## config.mk

```make
export PLATFORM = sky130hd
export DESIGN_NAME = isotp_flow_controlled_sender_flat
export DESIGN_NICKNAME = d
export VERILOG_FILES = /design/src/design/isotp_fcs_pkg.sv /design/src/design/isotp_fcs_if.sv /design/src/design/isotp_fcs_ram.sv /design/src/design/isotp_fcs_front.sv /design/src/design/isotp_fcs_fifo.sv /design/src/design/isotp_fcs_back.sv /design/src/design/isotp_flow_controlled_sender.sv /design/src/flat_wrapper.sv
export SDC_FILE = /design/constraint.sdc
export NUM_CORES = 1
export LEC_CHECK = 0
export BUFFER_PORTS_ARGS = -buffer_cell sky130_fd_sc_hd__buf_4
export CAP_MARGIN = 5
export CORE_MARGIN = 3
export CORE_UTILIZATION = 45
export CTS_CLUSTER_DIAMETER = 120
export CTS_CLUSTER_SIZE = 16
export DETAILED_ROUTE_END_ITERATION = 6
export GPL_TIMING_DRIVEN = 0
export RECOVER_POWER = 100
export SYNTH_ARGS = -nofsm -noshare
export SYNTH_HDL_FRONTEND = slang
export SYNTH_SLANG_ARGS = --single-unit
```

## constraint.sdc

```tcl
create_clock -name clk_i -period 4.45 [get_ports clk_i]
set_input_delay 0 -clock clk_i [delete_from_list [all_inputs] [get_ports clk_i]]
set_output_delay 0 -clock clk_i [all_outputs]
set_load 0.02 [all_outputs]
```

## src/design/isotp_fcs_pkg.sv

```systemverilog
// shared constants, codes and types of the segmenting sender
package isotp_fcs_pkg;

  // payload store geometry
  localparam int unsigned BUFFER_BYTES = 128;
  localparam int unsigned ADDR_W       = $clog2(BUFFER_BYTES);
  localparam int unsigned CNT_W        = $clog2(BUFFER_BYTES + 1);

  // job queue between front and back
  localparam int unsigned QUEUE_DEPTH = 4;
  localparam int unsigned QPTR_W      = $clog2(QUEUE_DEPTH);
  localparam int unsigned QCNT_W      = $clog2(QUEUE_DEPTH + 1);

  // frame layout
  localparam int unsigned FRAME_BYTES = 8;
  localparam int unsigned SLOT_W      = $clog2(FRAME_BYTES);
  localparam int unsigned CF_DATA     = FRAME_BYTES - 1;

  // configuration port
  localparam int unsigned CFG_IDX_W  = 2;
  localparam int unsigned CFG_DATA_W = 16;

  // reset values of the registers
  localparam logic [15:0] TIMEOUT_RESET = 16'd2000;
  localparam logic [7:0]  ACK_RESET     = 8'h74;

  // protocol control bytes
  localparam logic [7:0] CF_PCI       = 8'h20;
  localparam logic [3:0] FC_PCI_HI    = 4'h3;
  localparam logic [3:0] FC_CONTINUE  = 4'h0;
  localparam logic [3:0] FC_WAIT      = 4'h1;
  localparam logic [3:0] FC_MIN_LEN   = 4'd3;
  localparam logic [3:0] ACK_MIN_LEN  = 4'd1;

  typedef enum logic [1:0] {
    CMD_LOAD   = 2'd0,
    CMD_TICK   = 2'd1,
    CMD_REPLY  = 2'd2,
    CMD_CANCEL = 2'd3
  } cmd_e;

  typedef enum logic [2:0] {
    EV_FRAME    = 3'd0,
    EV_COMPLETE = 3'd1,
    EV_ABORT    = 3'd2,
    EV_TIMEOUT  = 3'd3,
    EV_REJECT   = 3'd4,
    EV_START    = 3'd5
  } event_e;

  typedef enum logic [CFG_IDX_W-1:0] {
    REG_TIMEOUT = 2'd0,
    REG_ACK     = 2'd1
  } cfg_reg_e;

  typedef enum logic [1:0] {
    BK_IDLE,
    BK_READ,
    BK_DRAIN,
    BK_HOLD
  } back_state_e;

  typedef enum logic [1:0] {
    SLOT_MEM,
    SLOT_PCI,
    SLOT_PAD
  } slot_kind_e;

  // one result job handed from front to back
  typedef struct packed {
    event_e              ev;
    logic                has_pci;
    logic [3:0]          seq;
    logic [ADDR_W-1:0]   base;
    logic [3:0]          nbytes;
    logic [7:0]          sent;
  } job_t;

  // pipeline occupancy seen by the front
  typedef struct packed {
    logic q_empty;
    logic back_busy;
  } pipe_status_t;

endpackage

```

## src/design/isotp_fcs_if.sv

```systemverilog
// channel interfaces of the segmenting sender: items in, results out, register writes
interface isotp_fcs_in_if;
  logic       valid;
  logic       ready;
  logic [1:0] cmd;
  logic [7:0] data_byte;
  logic       last_byte;
  logic       tx_ready;
  logic       reply_on_text_channel;
  logic [3:0] reply_length;
  logic [7:0] reply_first_byte;

  modport source (
    output valid, cmd, data_byte, last_byte, tx_ready, reply_on_text_channel,
           reply_length, reply_first_byte,
    input  ready
  );
  modport sink (
    input  valid, cmd, data_byte, last_byte, tx_ready, reply_on_text_channel,
           reply_length, reply_first_byte,
    output ready
  );
endinterface

interface isotp_fcs_out_if;
  logic        valid;
  logic        ready;
  logic [2:0]  event_res;
  logic [63:0] frame;
  logic [7:0]  bytes_sent;

  modport source (output valid, event_res, frame, bytes_sent, input ready);
  modport sink (input valid, event_res, frame, bytes_sent, output ready);
endinterface

interface isotp_fcs_cfg_if;
  import isotp_fcs_pkg::*;
  logic                  valid;
  logic                  ready;
  logic [CFG_IDX_W-1:0]  index;
  logic [CFG_DATA_W-1:0] data;

  modport source (output valid, index, data, input ready);
  modport sink (input valid, index, data, output ready);
endinterface

```

## src/design/isotp_fcs_ram.sv

```systemverilog
// generic simple dual port ram with registered read
module isotp_fcs_ram #(
  parameter int unsigned WIDTH = 8,
  parameter int unsigned DEPTH = 128
) (
  input  logic                     clk_i,
  input  logic                     we_i,
  input  logic [$clog2(DEPTH)-1:0] waddr_i,
  input  logic [WIDTH-1:0]         wdata_i,
  input  logic [$clog2(DEPTH)-1:0] raddr_i,
  output logic [WIDTH-1:0]         rdata_o
);

  logic [WIDTH-1:0] mem_q [DEPTH];

  // write port
  always_ff @(posedge clk_i) begin
    if (we_i) begin
      mem_q[waddr_i] <= wdata_i;
    end
  end

  // registered read port
  always_ff @(posedge clk_i) begin
    rdata_o <= mem_q[raddr_i];
  end

endmodule

```

## src/design/isotp_fcs_front.sv

```systemverilog
// front: accepts items, keeps transfer state and the store, issues result jobs
module isotp_fcs_front (
  input  logic                         clk_i,
  input  logic                         rst_ni,
  isotp_fcs_in_if.sink                 in_i,
  isotp_fcs_cfg_if.sink                cfg_i,
  input  isotp_fcs_pkg::pipe_status_t  stat_i,
  output logic                         job_valid_o,
  output isotp_fcs_pkg::job_t          job_o,
  input  logic                         job_ready_i,
  output logic                         we_o,
  output logic [isotp_fcs_pkg::ADDR_W-1:0] waddr_o,
  output logic [7:0]                   wdata_o
);
  import isotp_fcs_pkg::*;

  logic [CNT_W-1:0] load_cnt_q, load_cnt_d;
  logic             ovf_q, ovf_d;
  logic [CNT_W-1:0] len_q, len_d;
  logic [CNT_W-1:0] sent_q, sent_d;
  logic [3:0]       seq_q, seq_d;
  logic             active_q, active_d;
  logic             wait_q, wait_d;
  logic [15:0]      timer_q, timer_d;
  logic [15:0]      timeout_q, timeout_d;
  logic [7:0]       ack_q, ack_d;

  logic             accept;
  logic [CNT_W-1:0] cnt_v;
  logic             ovf_v;
  logic [CNT_W-1:0] remain;
  logic [3:0]       nb;

  // store writes wait until no frame build can still read the store
  assign in_i.ready = job_ready_i &&
                      (active_q || (stat_i.q_empty && !stat_i.back_busy));
  assign accept     = in_i.valid && in_i.ready;
  assign cfg_i.ready = 1'b1;

  assign waddr_o = load_cnt_q[ADDR_W-1:0];
  assign wdata_o = in_i.data_byte;

  // bytes left for the next consecutive frame
  assign remain = len_q - sent_q;
  assign nb     = (remain > CNT_W'(CF_DATA)) ? 4'(CF_DATA) : 4'(remain);

  // register writes
  always_comb begin
    timeout_d = timeout_q;
    ack_d     = ack_q;
    if (cfg_i.valid) begin
      unique case (cfg_reg_e'(cfg_i.index))
        REG_TIMEOUT: timeout_d = cfg_i.data;
        REG_ACK:     ack_d     = cfg_i.data[7:0];
        default: ;
      endcase
    end
  end

  // item decode and transfer state update
  always_comb begin
    load_cnt_d  = load_cnt_q;
    ovf_d       = ovf_q;
    len_d       = len_q;
    sent_d      = sent_q;
    seq_d       = seq_q;
    active_d    = active_q;
    wait_d      = wait_q;
    timer_d     = timer_q;
    cnt_v       = load_cnt_q;
    ovf_v       = ovf_q;
    we_o        = 1'b0;
    job_valid_o = 1'b0;
    job_o       = '0;
    if (accept) begin
      unique case (cmd_e'(in_i.cmd))
        CMD_LOAD: begin
          if (!active_q) begin
            if (load_cnt_q < CNT_W'(BUFFER_BYTES)) begin
              we_o  = 1'b1;
              cnt_v = load_cnt_q + CNT_W'(1);
            end else begin
              ovf_v = 1'b1;
            end
          end
          load_cnt_d = cnt_v;
          ovf_d      = ovf_v;
          if (in_i.last_byte) begin
            load_cnt_d  = '0;
            ovf_d       = 1'b0;
            job_valid_o = 1'b1;
            if (active_q || ovf_v || (cnt_v < CNT_W'(FRAME_BYTES))) begin
              job_o.ev = EV_REJECT;
            end else begin
              len_d    = cnt_v;
              sent_d   = '0;
              seq_d    = 4'd1;
              active_d = 1'b1;
              wait_d   = 1'b0;
              job_o.ev = EV_START;
            end
          end
        end
        CMD_TICK: begin
          if (active_q) begin
            if (wait_q) begin
              if (timer_q <= 16'd1) begin
                timer_d     = '0;
                active_d    = 1'b0;
                wait_d      = 1'b0;
                job_valid_o = 1'b1;
                job_o.ev    = EV_TIMEOUT;
                job_o.sent  = 8'(sent_q);
              end else begin
                timer_d = timer_q - 16'd1;
              end
            end else if (sent_q >= len_q) begin
              wait_d  = 1'b1;
              timer_d = timeout_q;
            end else if (in_i.tx_ready) begin
              job_valid_o = 1'b1;
              job_o.ev    = EV_FRAME;
              if (sent_q == '0) begin
                // first frame carries the raw leading bytes
                job_o.has_pci = 1'b0;
                job_o.base    = '0;
                job_o.nbytes  = 4'(FRAME_BYTES);
                sent_d        = CNT_W'(FRAME_BYTES);
              end else begin
                job_o.has_pci = 1'b1;
                job_o.seq     = seq_q;
                job_o.base    = ADDR_W'(sent_q - CNT_W'(1));
                job_o.nbytes  = nb;
                sent_d        = sent_q + CNT_W'(nb);
                seq_d         = seq_q + 4'd1;
              end
              job_o.sent = 8'(sent_d);
              wait_d     = 1'b1;
              timer_d    = timeout_q;
            end
          end
        end
        CMD_REPLY: begin
          if (active_q && in_i.reply_on_text_channel &&
              (in_i.reply_length >= FC_MIN_LEN) &&
              (in_i.reply_first_byte[7:4] == FC_PCI_HI)) begin
            if (in_i.reply_first_byte[3:0] == FC_CONTINUE) begin
              wait_d = 1'b0;
            end else if (in_i.reply_first_byte[3:0] == FC_WAIT) begin
              timer_d = timeout_q;
            end else begin
              active_d    = 1'b0;
              wait_d      = 1'b0;
              job_valid_o = 1'b1;
              job_o.ev    = EV_ABORT;
              job_o.sent  = 8'(sent_q);
            end
          end else if ((in_i.reply_length >= ACK_MIN_LEN) &&
                       (in_i.reply_first_byte == ack_q) &&
                       active_q && in_i.reply_on_text_channel) begin
            active_d    = 1'b0;
            wait_d      = 1'b0;
            job_valid_o = 1'b1;
            job_o.ev    = EV_COMPLETE;
            job_o.sent  = 8'(sent_q);
          end
        end
        CMD_CANCEL: begin
          active_d = 1'b0;
          wait_d   = 1'b0;
        end
      endcase
    end
  end

  // state registers
  always_ff @(posedge clk_i or negedge rst_ni) begin
    if (!rst_ni) begin
      load_cnt_q <= '0;
      ovf_q      <= 1'b0;
      len_q      <= '0;
      sent_q     <= '0;
      seq_q      <= '0;
      active_q   <= 1'b0;
      wait_q     <= 1'b0;
      timer_q    <= '0;
      timeout_q  <= TIMEOUT_RESET;
      ack_q      <= ACK_RESET;
    end else begin
      load_cnt_q <= load_cnt_d;
      ovf_q      <= ovf_d;
      len_q      <= len_d;
      sent_q     <= sent_d;
      seq_q      <= seq_d;
      active_q   <= active_d;
      wait_q     <= wait_d;
      timer_q    <= timer_d;
      timeout_q  <= timeout_d;
      ack_q      <= ack_d;
    end
  end

endmodule

```

## src/design/isotp_fcs_fifo.sv

```systemverilog
// short job queue between front and back
module isotp_fcs_fifo (
  input  logic                 clk_i,
  input  logic                 rst_ni,
  input  logic                 push_valid_i,
  input  isotp_fcs_pkg::job_t  push_job_i,
  output logic                 push_ready_o,
  output logic                 pop_valid_o,
  output isotp_fcs_pkg::job_t  pop_job_o,
  input  logic                 pop_ready_i,
  output logic                 empty_o
);
  import isotp_fcs_pkg::*;

  job_t              mem_q [QUEUE_DEPTH];
  logic [QPTR_W-1:0] wptr_q, wptr_d;
  logic [QPTR_W-1:0] rptr_q, rptr_d;
  logic [QCNT_W-1:0] cnt_q, cnt_d;
  logic              push, pop;

  assign push_ready_o = (cnt_q != QCNT_W'(QUEUE_DEPTH));
  assign pop_valid_o  = (cnt_q != '0);
  assign empty_o      = (cnt_q == '0);
  assign pop_job_o    = mem_q[rptr_q];
  assign push         = push_valid_i && push_ready_o;
  assign pop          = pop_valid_o && pop_ready_i;

  // pointer and fill count update
  always_comb begin
    wptr_d = wptr_q;
    rptr_d = rptr_q;
    cnt_d  = cnt_q;
    if (push) begin
      wptr_d = (wptr_q == QPTR_W'(QUEUE_DEPTH - 1)) ? '0 : wptr_q + QPTR_W'(1);
    end
    if (pop) begin
      rptr_d = (rptr_q == QPTR_W'(QUEUE_DEPTH - 1)) ? '0 : rptr_q + QPTR_W'(1);
    end
    if (push && !pop) begin
      cnt_d = cnt_q + QCNT_W'(1);
    end else if (pop && !push) begin
      cnt_d = cnt_q - QCNT_W'(1);
    end
  end

  always_ff @(posedge clk_i or negedge rst_ni) begin
    if (!rst_ni) begin
      wptr_q <= '0;
      rptr_q <= '0;
      cnt_q  <= '0;
    end else begin
      wptr_q <= wptr_d;
      rptr_q <= rptr_d;
      cnt_q  <= cnt_d;
    end
  end

  // entry storage
  always_ff @(posedge clk_i) begin
    if (push) begin
      mem_q[wptr_q] <= push_job_i;
    end
  end

endmodule

```

## src/design/isotp_fcs_back.sv

```systemverilog
// back: builds frames from the store and drives the result register
module isotp_fcs_back (
  input  logic                             clk_i,
  input  logic                             rst_ni,
  input  logic                             job_valid_i,
  input  isotp_fcs_pkg::job_t              job_i,
  output logic                             job_ready_o,
  output logic [isotp_fcs_pkg::ADDR_W-1:0] raddr_o,
  input  logic [7:0]                       rdata_i,
  output logic                             busy_o,
  isotp_fcs_out_if.source                  out_o
);
  import isotp_fcs_pkg::*;

  back_state_e       state_q, state_d;
  logic [SLOT_W-1:0] slot_q, slot_d;
  logic              cap_vld_q, cap_vld_d;
  slot_kind_e        kind_q, kind_d;
  job_t              job_q;
  logic [63:0]       frame_q;
  logic              out_vld_q, out_vld_d;
  event_e            out_ev_q;
  logic [63:0]       out_frame_q;
  logic [7:0]        out_sent_q;

  logic              out_free;
  logic              start_frame;
  logic              load_event;
  logic              load_frame;
  logic              issue;
  logic [7:0]        cap_byte;

  assign out_free = !out_vld_q || out_o.ready;
  assign busy_o   = (state_q != BK_IDLE);
  assign raddr_o  = job_q.base + ADDR_W'(slot_q);

  // sequencer outputs
  always_comb begin
    job_ready_o = 1'b0;
    start_frame = 1'b0;
    load_event  = 1'b0;
    load_frame  = 1'b0;
    issue       = 1'b0;
    unique case (state_q)
      BK_IDLE: begin
        if (job_valid_i) begin
          if (job_i.ev == EV_FRAME) begin
            job_ready_o = 1'b1;
            start_frame = 1'b1;
          end else if (out_free) begin
            job_ready_o = 1'b1;
            load_event  = 1'b1;
          end
        end
      end
      BK_READ:  issue      = 1'b1;
      BK_DRAIN: ;
      BK_HOLD:  load_frame = out_free;
    endcase
  end

  // sequencer next state
  always_comb begin
    state_d = state_q;
    unique case (state_q)
      BK_IDLE:  if (start_frame) state_d = BK_READ;
      BK_READ:  if (slot_q == SLOT_W'(FRAME_BYTES - 1)) state_d = BK_DRAIN;
      BK_DRAIN: state_d = BK_HOLD;
      BK_HOLD:  if (out_free) state_d = BK_IDLE;
    endcase
  end

  // slot issue: header, store byte or padding
  always_comb begin
    slot_d    = slot_q;
    cap_vld_d = issue;
    kind_d    = kind_q;
    if (start_frame) begin
      slot_d = '0;
    end else if (issue) begin
      slot_d = slot_q + SLOT_W'(1);
      if (job_q.has_pci && (slot_q == '0)) begin
        kind_d = SLOT_PCI;
      end else if (job_q.has_pci && ({1'b0, slot_q} > job_q.nbytes)) begin
        kind_d = SLOT_PAD;
      end else begin
        kind_d = SLOT_MEM;
      end
    end
  end

  // byte captured in the cycle after its read
  always_comb begin
    case (kind_q)
      SLOT_MEM: cap_byte = rdata_i;
      SLOT_PCI: cap_byte = CF_PCI | {4'h0, job_q.seq};
      default:  cap_byte = 8'h00;
    endcase
  end

  // result register handshake
  always_comb begin
    out_vld_d = out_vld_q;
    if (load_event || load_frame) begin
      out_vld_d = 1'b1;
    end else if (out_o.ready) begin
      out_vld_d = 1'b0;
    end
  end

  always_ff @(posedge clk_i or negedge rst_ni) begin
    if (!rst_ni) begin
      state_q   <= BK_IDLE;
      slot_q    <= '0;
      cap_vld_q <= 1'b0;
      out_vld_q <= 1'b0;
    end else begin
      state_q   <= state_d;
      slot_q    <= slot_d;
      cap_vld_q <= cap_vld_d;
      out_vld_q <= out_vld_d;
    end
  end

  // frame assembly and result payload
  always_ff @(posedge clk_i) begin
    kind_q <= kind_d;
    if (start_frame) begin
      job_q <= job_i;
    end
    if (cap_vld_q) begin
      frame_q <= {frame_q[55:0], cap_byte};
    end
    if (load_event) begin
      out_ev_q    <= job_i.ev;
      out_frame_q <= '0;
      out_sent_q  <= job_i.sent;
    end else if (load_frame) begin
      out_ev_q    <= EV_FRAME;
      out_frame_q <= frame_q;
      out_sent_q  <= job_q.sent;
    end
  end

  assign out_o.valid      = out_vld_q;
  assign out_o.event_res  = out_ev_q;
  assign out_o.frame      = out_frame_q;
  assign out_o.bytes_sent = out_sent_q;

endmodule

```

## src/design/isotp_flow_controlled_sender.sv

```systemverilog
// top level of the segmenting transport sender with block size one
// Usage: items arrive on in_i (valid/ready): payload loads, bus ticks, reply
// frames and cancel. Results leave on out_o (valid/ready), at most one per
// item and in item order. Registers are written on cfg_i, which is always
// ready: index 0 timeout in ticks, index 1 acknowledge byte.
// Throughput: one item per cycle while a transfer is active and the job queue
// has room. With no transfer active, any item waits until the job queue is
// empty and no frame is built. A non-frame result goes via the job queue to
// the result register; a frame result follows its tick once the back end has
// read the eight frame bytes one per cycle through the store's one read port.
// A 4-entry job queue lets the front keep accepting while frames build.
// When the receiver stalls, the result register holds and the queue fills;
// the front then drops ready until an entry frees up.
// Reset clears all transfer state, loads the timeout with 2000 ticks and
// the acknowledge byte with 0x74; the payload store is not cleared.
module isotp_flow_controlled_sender (
  input  logic            clk_i,
  input  logic            rst_ni,
  isotp_fcs_cfg_if.sink   cfg_i,
  isotp_fcs_in_if.sink    in_i,
  isotp_fcs_out_if.source out_o
);
  import isotp_fcs_pkg::*;

  logic              fe_job_valid;
  job_t              fe_job;
  logic              fe_job_ready;
  logic              be_job_valid;
  job_t              be_job;
  logic              be_job_ready;
  logic              q_empty;
  logic              back_busy;
  pipe_status_t      stat;
  logic              ram_we;
  logic [ADDR_W-1:0] ram_waddr;
  logic [7:0]        ram_wdata;
  logic [ADDR_W-1:0] ram_raddr;
  logic [7:0]        ram_rdata;

  // occupancy seen by the front
  assign stat.q_empty   = q_empty;
  assign stat.back_busy = back_busy;

  isotp_fcs_front u_front (
    .clk_i       (clk_i),
    .rst_ni      (rst_ni),
    .in_i        (in_i),
    .cfg_i       (cfg_i),
    .stat_i      (stat),
    .job_valid_o (fe_job_valid),
    .job_o       (fe_job),
    .job_ready_i (fe_job_ready),
    .we_o        (ram_we),
    .waddr_o     (ram_waddr),
    .wdata_o     (ram_wdata)
  );

  isotp_fcs_ram #(
    .WIDTH (8),
    .DEPTH (BUFFER_BYTES)
  ) u_store (
    .clk_i   (clk_i),
    .we_i    (ram_we),
    .waddr_i (ram_waddr),
    .wdata_i (ram_wdata),
    .raddr_i (ram_raddr),
    .rdata_o (ram_rdata)
  );

  isotp_fcs_fifo u_queue (
    .clk_i        (clk_i),
    .rst_ni       (rst_ni),
    .push_valid_i (fe_job_valid),
    .push_job_i   (fe_job),
    .push_ready_o (fe_job_ready),
    .pop_valid_o  (be_job_valid),
    .pop_job_o    (be_job),
    .pop_ready_i  (be_job_ready),
    .empty_o      (q_empty)
  );

  isotp_fcs_back u_back (
    .clk_i       (clk_i),
    .rst_ni      (rst_ni),
    .job_valid_i (be_job_valid),
    .job_i       (be_job),
    .job_ready_o (be_job_ready),
    .raddr_o     (ram_raddr),
    .rdata_i     (ram_rdata),
    .busy_o      (back_busy),
    .out_o       (out_o)
  );

endmodule

```

## src/flat_wrapper.sv

```systemverilog
// flat-port wrapper written by rule: the top's interface ports become plain ports
module isotp_flow_controlled_sender_flat import isotp_fcs_pkg::*;
  (clk_i, rst_ni, cfg_i_valid, cfg_i_index, cfg_i_data, cfg_i_ready, in_i_valid, in_i_cmd, in_i_data_byte, in_i_last_byte, in_i_tx_ready, in_i_reply_on_text_channel, in_i_reply_length, in_i_reply_first_byte, in_i_ready, out_o_valid, out_o_event_res, out_o_frame, out_o_bytes_sent, out_o_ready);
  isotp_fcs_cfg_if cfg_i_i ();
  isotp_fcs_in_if in_i_i ();
  isotp_fcs_out_if out_o_i ();
  input  logic clk_i;
  input  logic rst_ni;
  input wire logic [$bits(cfg_i_i.valid)-1:0] cfg_i_valid;
  input wire logic [$bits(cfg_i_i.index)-1:0] cfg_i_index;
  input wire logic [$bits(cfg_i_i.data)-1:0] cfg_i_data;
  output wire logic [$bits(cfg_i_i.ready)-1:0] cfg_i_ready;
  input wire logic [$bits(in_i_i.valid)-1:0] in_i_valid;
  input wire logic [$bits(in_i_i.cmd)-1:0] in_i_cmd;
  input wire logic [$bits(in_i_i.data_byte)-1:0] in_i_data_byte;
  input wire logic [$bits(in_i_i.last_byte)-1:0] in_i_last_byte;
  input wire logic [$bits(in_i_i.tx_ready)-1:0] in_i_tx_ready;
  input wire logic [$bits(in_i_i.reply_on_text_channel)-1:0] in_i_reply_on_text_channel;
  input wire logic [$bits(in_i_i.reply_length)-1:0] in_i_reply_length;
  input wire logic [$bits(in_i_i.reply_first_byte)-1:0] in_i_reply_first_byte;
  output wire logic [$bits(in_i_i.ready)-1:0] in_i_ready;
  output wire logic [$bits(out_o_i.valid)-1:0] out_o_valid;
  output wire logic [$bits(out_o_i.event_res)-1:0] out_o_event_res;
  output wire logic [$bits(out_o_i.frame)-1:0] out_o_frame;
  output wire logic [$bits(out_o_i.bytes_sent)-1:0] out_o_bytes_sent;
  input wire logic [$bits(out_o_i.ready)-1:0] out_o_ready;
  assign cfg_i_i.valid = cfg_i_valid;
  assign cfg_i_i.index = cfg_i_index;
  assign cfg_i_i.data = cfg_i_data;
  assign cfg_i_ready = cfg_i_i.ready;
  assign in_i_i.valid = in_i_valid;
  assign in_i_i.cmd = in_i_cmd;
  assign in_i_i.data_byte = in_i_data_byte;
  assign in_i_i.last_byte = in_i_last_byte;
  assign in_i_i.tx_ready = in_i_tx_ready;
  assign in_i_i.reply_on_text_channel = in_i_reply_on_text_channel;
  assign in_i_i.reply_length = in_i_reply_length;
  assign in_i_i.reply_first_byte = in_i_reply_first_byte;
  assign in_i_ready = in_i_i.ready;
  assign out_o_valid = out_o_i.valid;
  assign out_o_event_res = out_o_i.event_res;
  assign out_o_frame = out_o_i.frame;
  assign out_o_bytes_sent = out_o_i.bytes_sent;
  assign out_o_i.ready = out_o_ready;
  isotp_flow_controlled_sender u_core (.clk_i(clk_i), .rst_ni(rst_ni), .cfg_i(cfg_i_i), .in_i(in_i_i), .out_o(out_o_i));
endmodule
```

==> results.md <==
* Run status: finished with violations
* Violated checks: max-capacitance violations, max-slew violations
* Top cell type by total area after synthesis: edfxtp_1
* Max incr delay on CP at 0.59 ns
* Post-synth EDFFs at between 1000 and 1500
* Syn avg cell area at approximately 19 um^2
* Commonest non-fill, non-tap cells in the layout: edfxtp_1, mux4_2, nand2_1
* Ys flop type: edfxtp_1
* Routed Antenna Nets at 0
* Fmax at between 0.2 and 0.25 GHz
* Most used cell along the critical path: nand2_2
* Slew margin rel. at -98.4%
* Area Growth Syn to Fin at 11.5%
* Worst hold path class: primary input to register
* Hpwl dp at 84.4 mm
* Post-synth top area share at between 60 and 70%
* # IOs at 126
* Mapped Nets at 3018
* Final min period at about 4.4 ns
* Pwr per Cell Area at slightly above 600 mW/mm^2
* Final Power at between 30 and 40 mW
* Global route total overflow at 0
* Row cnt at 127
* Commonest non-fill, non-tap cell in the layout: edfxtp_1
* GRT Total Usage at 20.3%
* Antenna violations before repair at 3
* Slew Limit Fails at ~1100
* Final #Nets at 3303
* Die Y at approximately 360 um
* Largest net degree at the start of global routing at approximately 130
* Req. time, crit path at 4.78 ns
* H-tree depth at 3
* RSZ-0062 raised after global routing: yes
* CP Launch Type: register
* Via Count at 28100
* LEAKAGE at about 19 nW
* Drt initial violations at 2686
* Slowest CP cell: nor2_2
* Post-Syn Instances at 2923
* Hold path cells at 3
* WS Path Type: register to register
* First-pass GRT wire length at 189 mm
* Skew final at 0.0274 ns
* Number of global-route vias before repair at roughly 29000
* Synth top area cells: edfxtp_1, mux4_2, dfrtp_1
* Endpoints failing hold at 0
* CP Capture Type: register
* Worst-path clk slew at roughly 0.07 ns
* Synthesized flop and latch total at around 1400
* CP max FO at 10
* WP data arrival at between 4 and 5 ns
* DIE WIDTH at 355 um
* Max cap viols at 15
* Sequential area share after synthesis at around 74%
* IO buf count at around 120
* Crit path buf inv count at 3
* Via density at a little under 6
* Synth unique cells at slightly below 70
* Critical Path Stages at 11
* Worst-skew pair later-pin latency at about 0.70 ns
* Initial cell density of the core at a little under half
* TritonCTS Buffers at 96
* VDD IR max at 0.000365 V
* Diodes inserted at 0
* RePlAce Congestion at 0.846
* # clock sinks at approximately 1400
* Pre-antenna DRT Iters at 6
* Root Buffer: clkbuf_16
* CP Cell Sequence: inv_1 > ha_1 > or3b_1 > a22oi_2 > and2_1 > buf_2 > nand2_2 > nor3_2 > nand2_2 > clkbuf_2 > nor2_2
* # DRC at 0
* Critical path's top delay family: simple AND/OR/NAND/NOR gates
* CTS tree: yes
* Synth async-reset ratio at 6.12%
* Core Region at 0.120 mm^2
* Final setup viols at 0
* Clock Path Buffers at 3
* Worst Tran Pin Value at a little under 3 ns
* WL/cell at about 26 um
* Overall routed net length at 129 mm
* Die area at 0.126 mm^2
* Layout cell share with drive strength beyond 1 at between 20% and 30%
* Worst Reg-to-Reg Cells at 11
* Final hold slack at approximately 0.086 ns
* Fillers at a little under 10000
* YS warnings at 0
* Area of the mapped netlist at between 0.05 and 0.06 mm^2
* Tcrit/Tclk final at a little over nine tenths
area by class of cell:
| class | count | area [um^2] | share of cell area [%] |
|---|---|---|---|
| sequential | 1390 | 40600 | 66.4 |
| multi-input combinational | 1356 | 13800 | 22.6 |
| clock buffer | 138 | 2600 | 4.26 |
| tap | 1612 | 2020 | 3.30 |
| timing repair buffer | 190 | 1250 | 2.05 |
| buffer | 139 | 599 | 0.980 |
| inverter | 35 | 131 | 0.215 |
| clock inverter | 6 | 80.1 | 0.131 |
repair_timing:
| action | 4_1_cts | 5_1_grt |
|---|---|---|
| endpoints found under the hold margin | 243 | 215 |
| pin swaps | 4 | 1 |
| setup buffers | 6 | 0 |
| hold buffers | 41 | 6 |
| setup endpoints to repair | 764 | 552 |
| resized for setup | 105 | 34 |
| gates cloned | 0 | 0 |
path summary, 6_finish.rpt:
kind                                     startpoint                           end  slack, ns
min                                  cfg_i_data[12]  u_core.u_front.timeout_q[12]       0.09
max in group asynchronous                    rst_ni      u_core.u_front.sent_q[4]       2.48
max reg2reg                u_core.u_back.state_q[0]   u_core.u_store.mem_q[42][2]       0.08
min in group asynchronous                    rst_ni      u_core.u_queue.wptr_q[1]       0.53
min reg2reg                u_core.u_back.frame_q[8]     u_core.u_back.frame_q[16]       0.45
max                        u_core.u_back.state_q[0]   u_core.u_store.mem_q[42][2]       0.08
report_power, final:
group	leakage (nW)	internal, mW	switching [mW]
clock	1.29	4.05	4.20
combinational	5.36	5.92	7.63
sequential	12.7	15.2	0.533
total	19.4	25.1	12.4
through the flow:
| step | cell area [um^2] | worst slack [ns] | util [%] | setup TNS [ns] | instances |
|---|---|---|---|---|---|
| finish | 61100 | 0.0783 | 50.8 | 0 | 4866 |
| global route | 61100 | -0.122 | 50.8 | -14.55 | 4866 |
| CTS | 61400 | 0.00383 | 51.0 | 0 | 4857 |
| detailed placement | 58000 | -0.753 | 48.1 | -265.50 | 4666 |
| global placement | 57800 | -0.640 | 48.0 | -232.16 | 4659 |
| floorplan | 54800 | 0.710 | - | 0 | 2923 |
tightest hold or removal path: stages:
cell and delay (ns):
dlygate4sd3_1 0.52, buf_4 0.09, mux2_2 0.13
logic make-up after synthesis:
kind of cell | Yosys count | synth area share [%]
AO/OA/AOI/OAI | 230 | 2.48
XOR/XNOR | 39 | 0.623
adder cells (fa/ha/maj) | 47 | 1.13
buffers and inverters | 177 | 1.31
flip-flops | 1390 | 74.1
multiplexers | 390 | 15.1
other | 2 | 0.0137
AND/OR/NAND/NOR | 648 | 5.27
flip-flops by register name, summed over array words and instances, names as in the netlist, 2 cells and up:
register                        cells
u_core.u_back.state_q               2
u_core.u_front.timer_q             16
u_core.u_front.seq_q                4
u_core.u_front.sent_q               8
u_core.u_back.kind_q                2
u_core.u_queue.wptr_q               2
u_core.u_back.slot_q                3
u_core.u_queue.cnt_q                3
u_core.u_queue.rptr_q               2
u_core.u_back.out_o.bytes_sent      8
u_core.u_front.load_cnt_q           8
u_core.u_front.timeout_q           16
u_core.u_back.out_o.event_res       3
u_core.u_front.ack_q                8
u_core.u_back.out_o.frame          64
u_core.u_store.rdata_o              8
u_core.u_queue.mem_q              108
u_core.u_back.job_q                24
u_core.u_back.frame_q              64
u_core.u_front.len_q                8
u_core.u_store.mem_q             1024
Yosys cell counts, types with 18 or more instances:
| cell | count |
|---|---|
| xor2_1 | 20 |
| nor2_1 | 212 |
| inv_1 | 35 |
| dfrtp_1 | 75 |
| mux4_2 | 347 |
| a21oi_1 | 105 |
| and3_1 | 18 |
| dfxtp_1 | 72 |
| mux2_2 | 36 |
| o21ai_0 | 51 |
| clkbuf_1 | 91 |
| edfxtp_1 | 1233 |
| nand3_1 | 51 |
| ha_1 | 43 |
| nor3_1 | 21 |
| xnor2_1 | 19 |
| nand2_1 | 251 |
| buf_2 | 39 |
metal layers:
metal / global-route usage, % / routed length [um] / up-vias
met1: 27.6 / 52500 / 14700
met4: 6.01 / 3860 / 0
met2: 33.2 / 62700 / 983
met3: 4.27 / 9480 / 202
li1: - / - / 12200
met5: 0 / 0 / -
No activity file was read; power rests on OpenSTA's default activity.
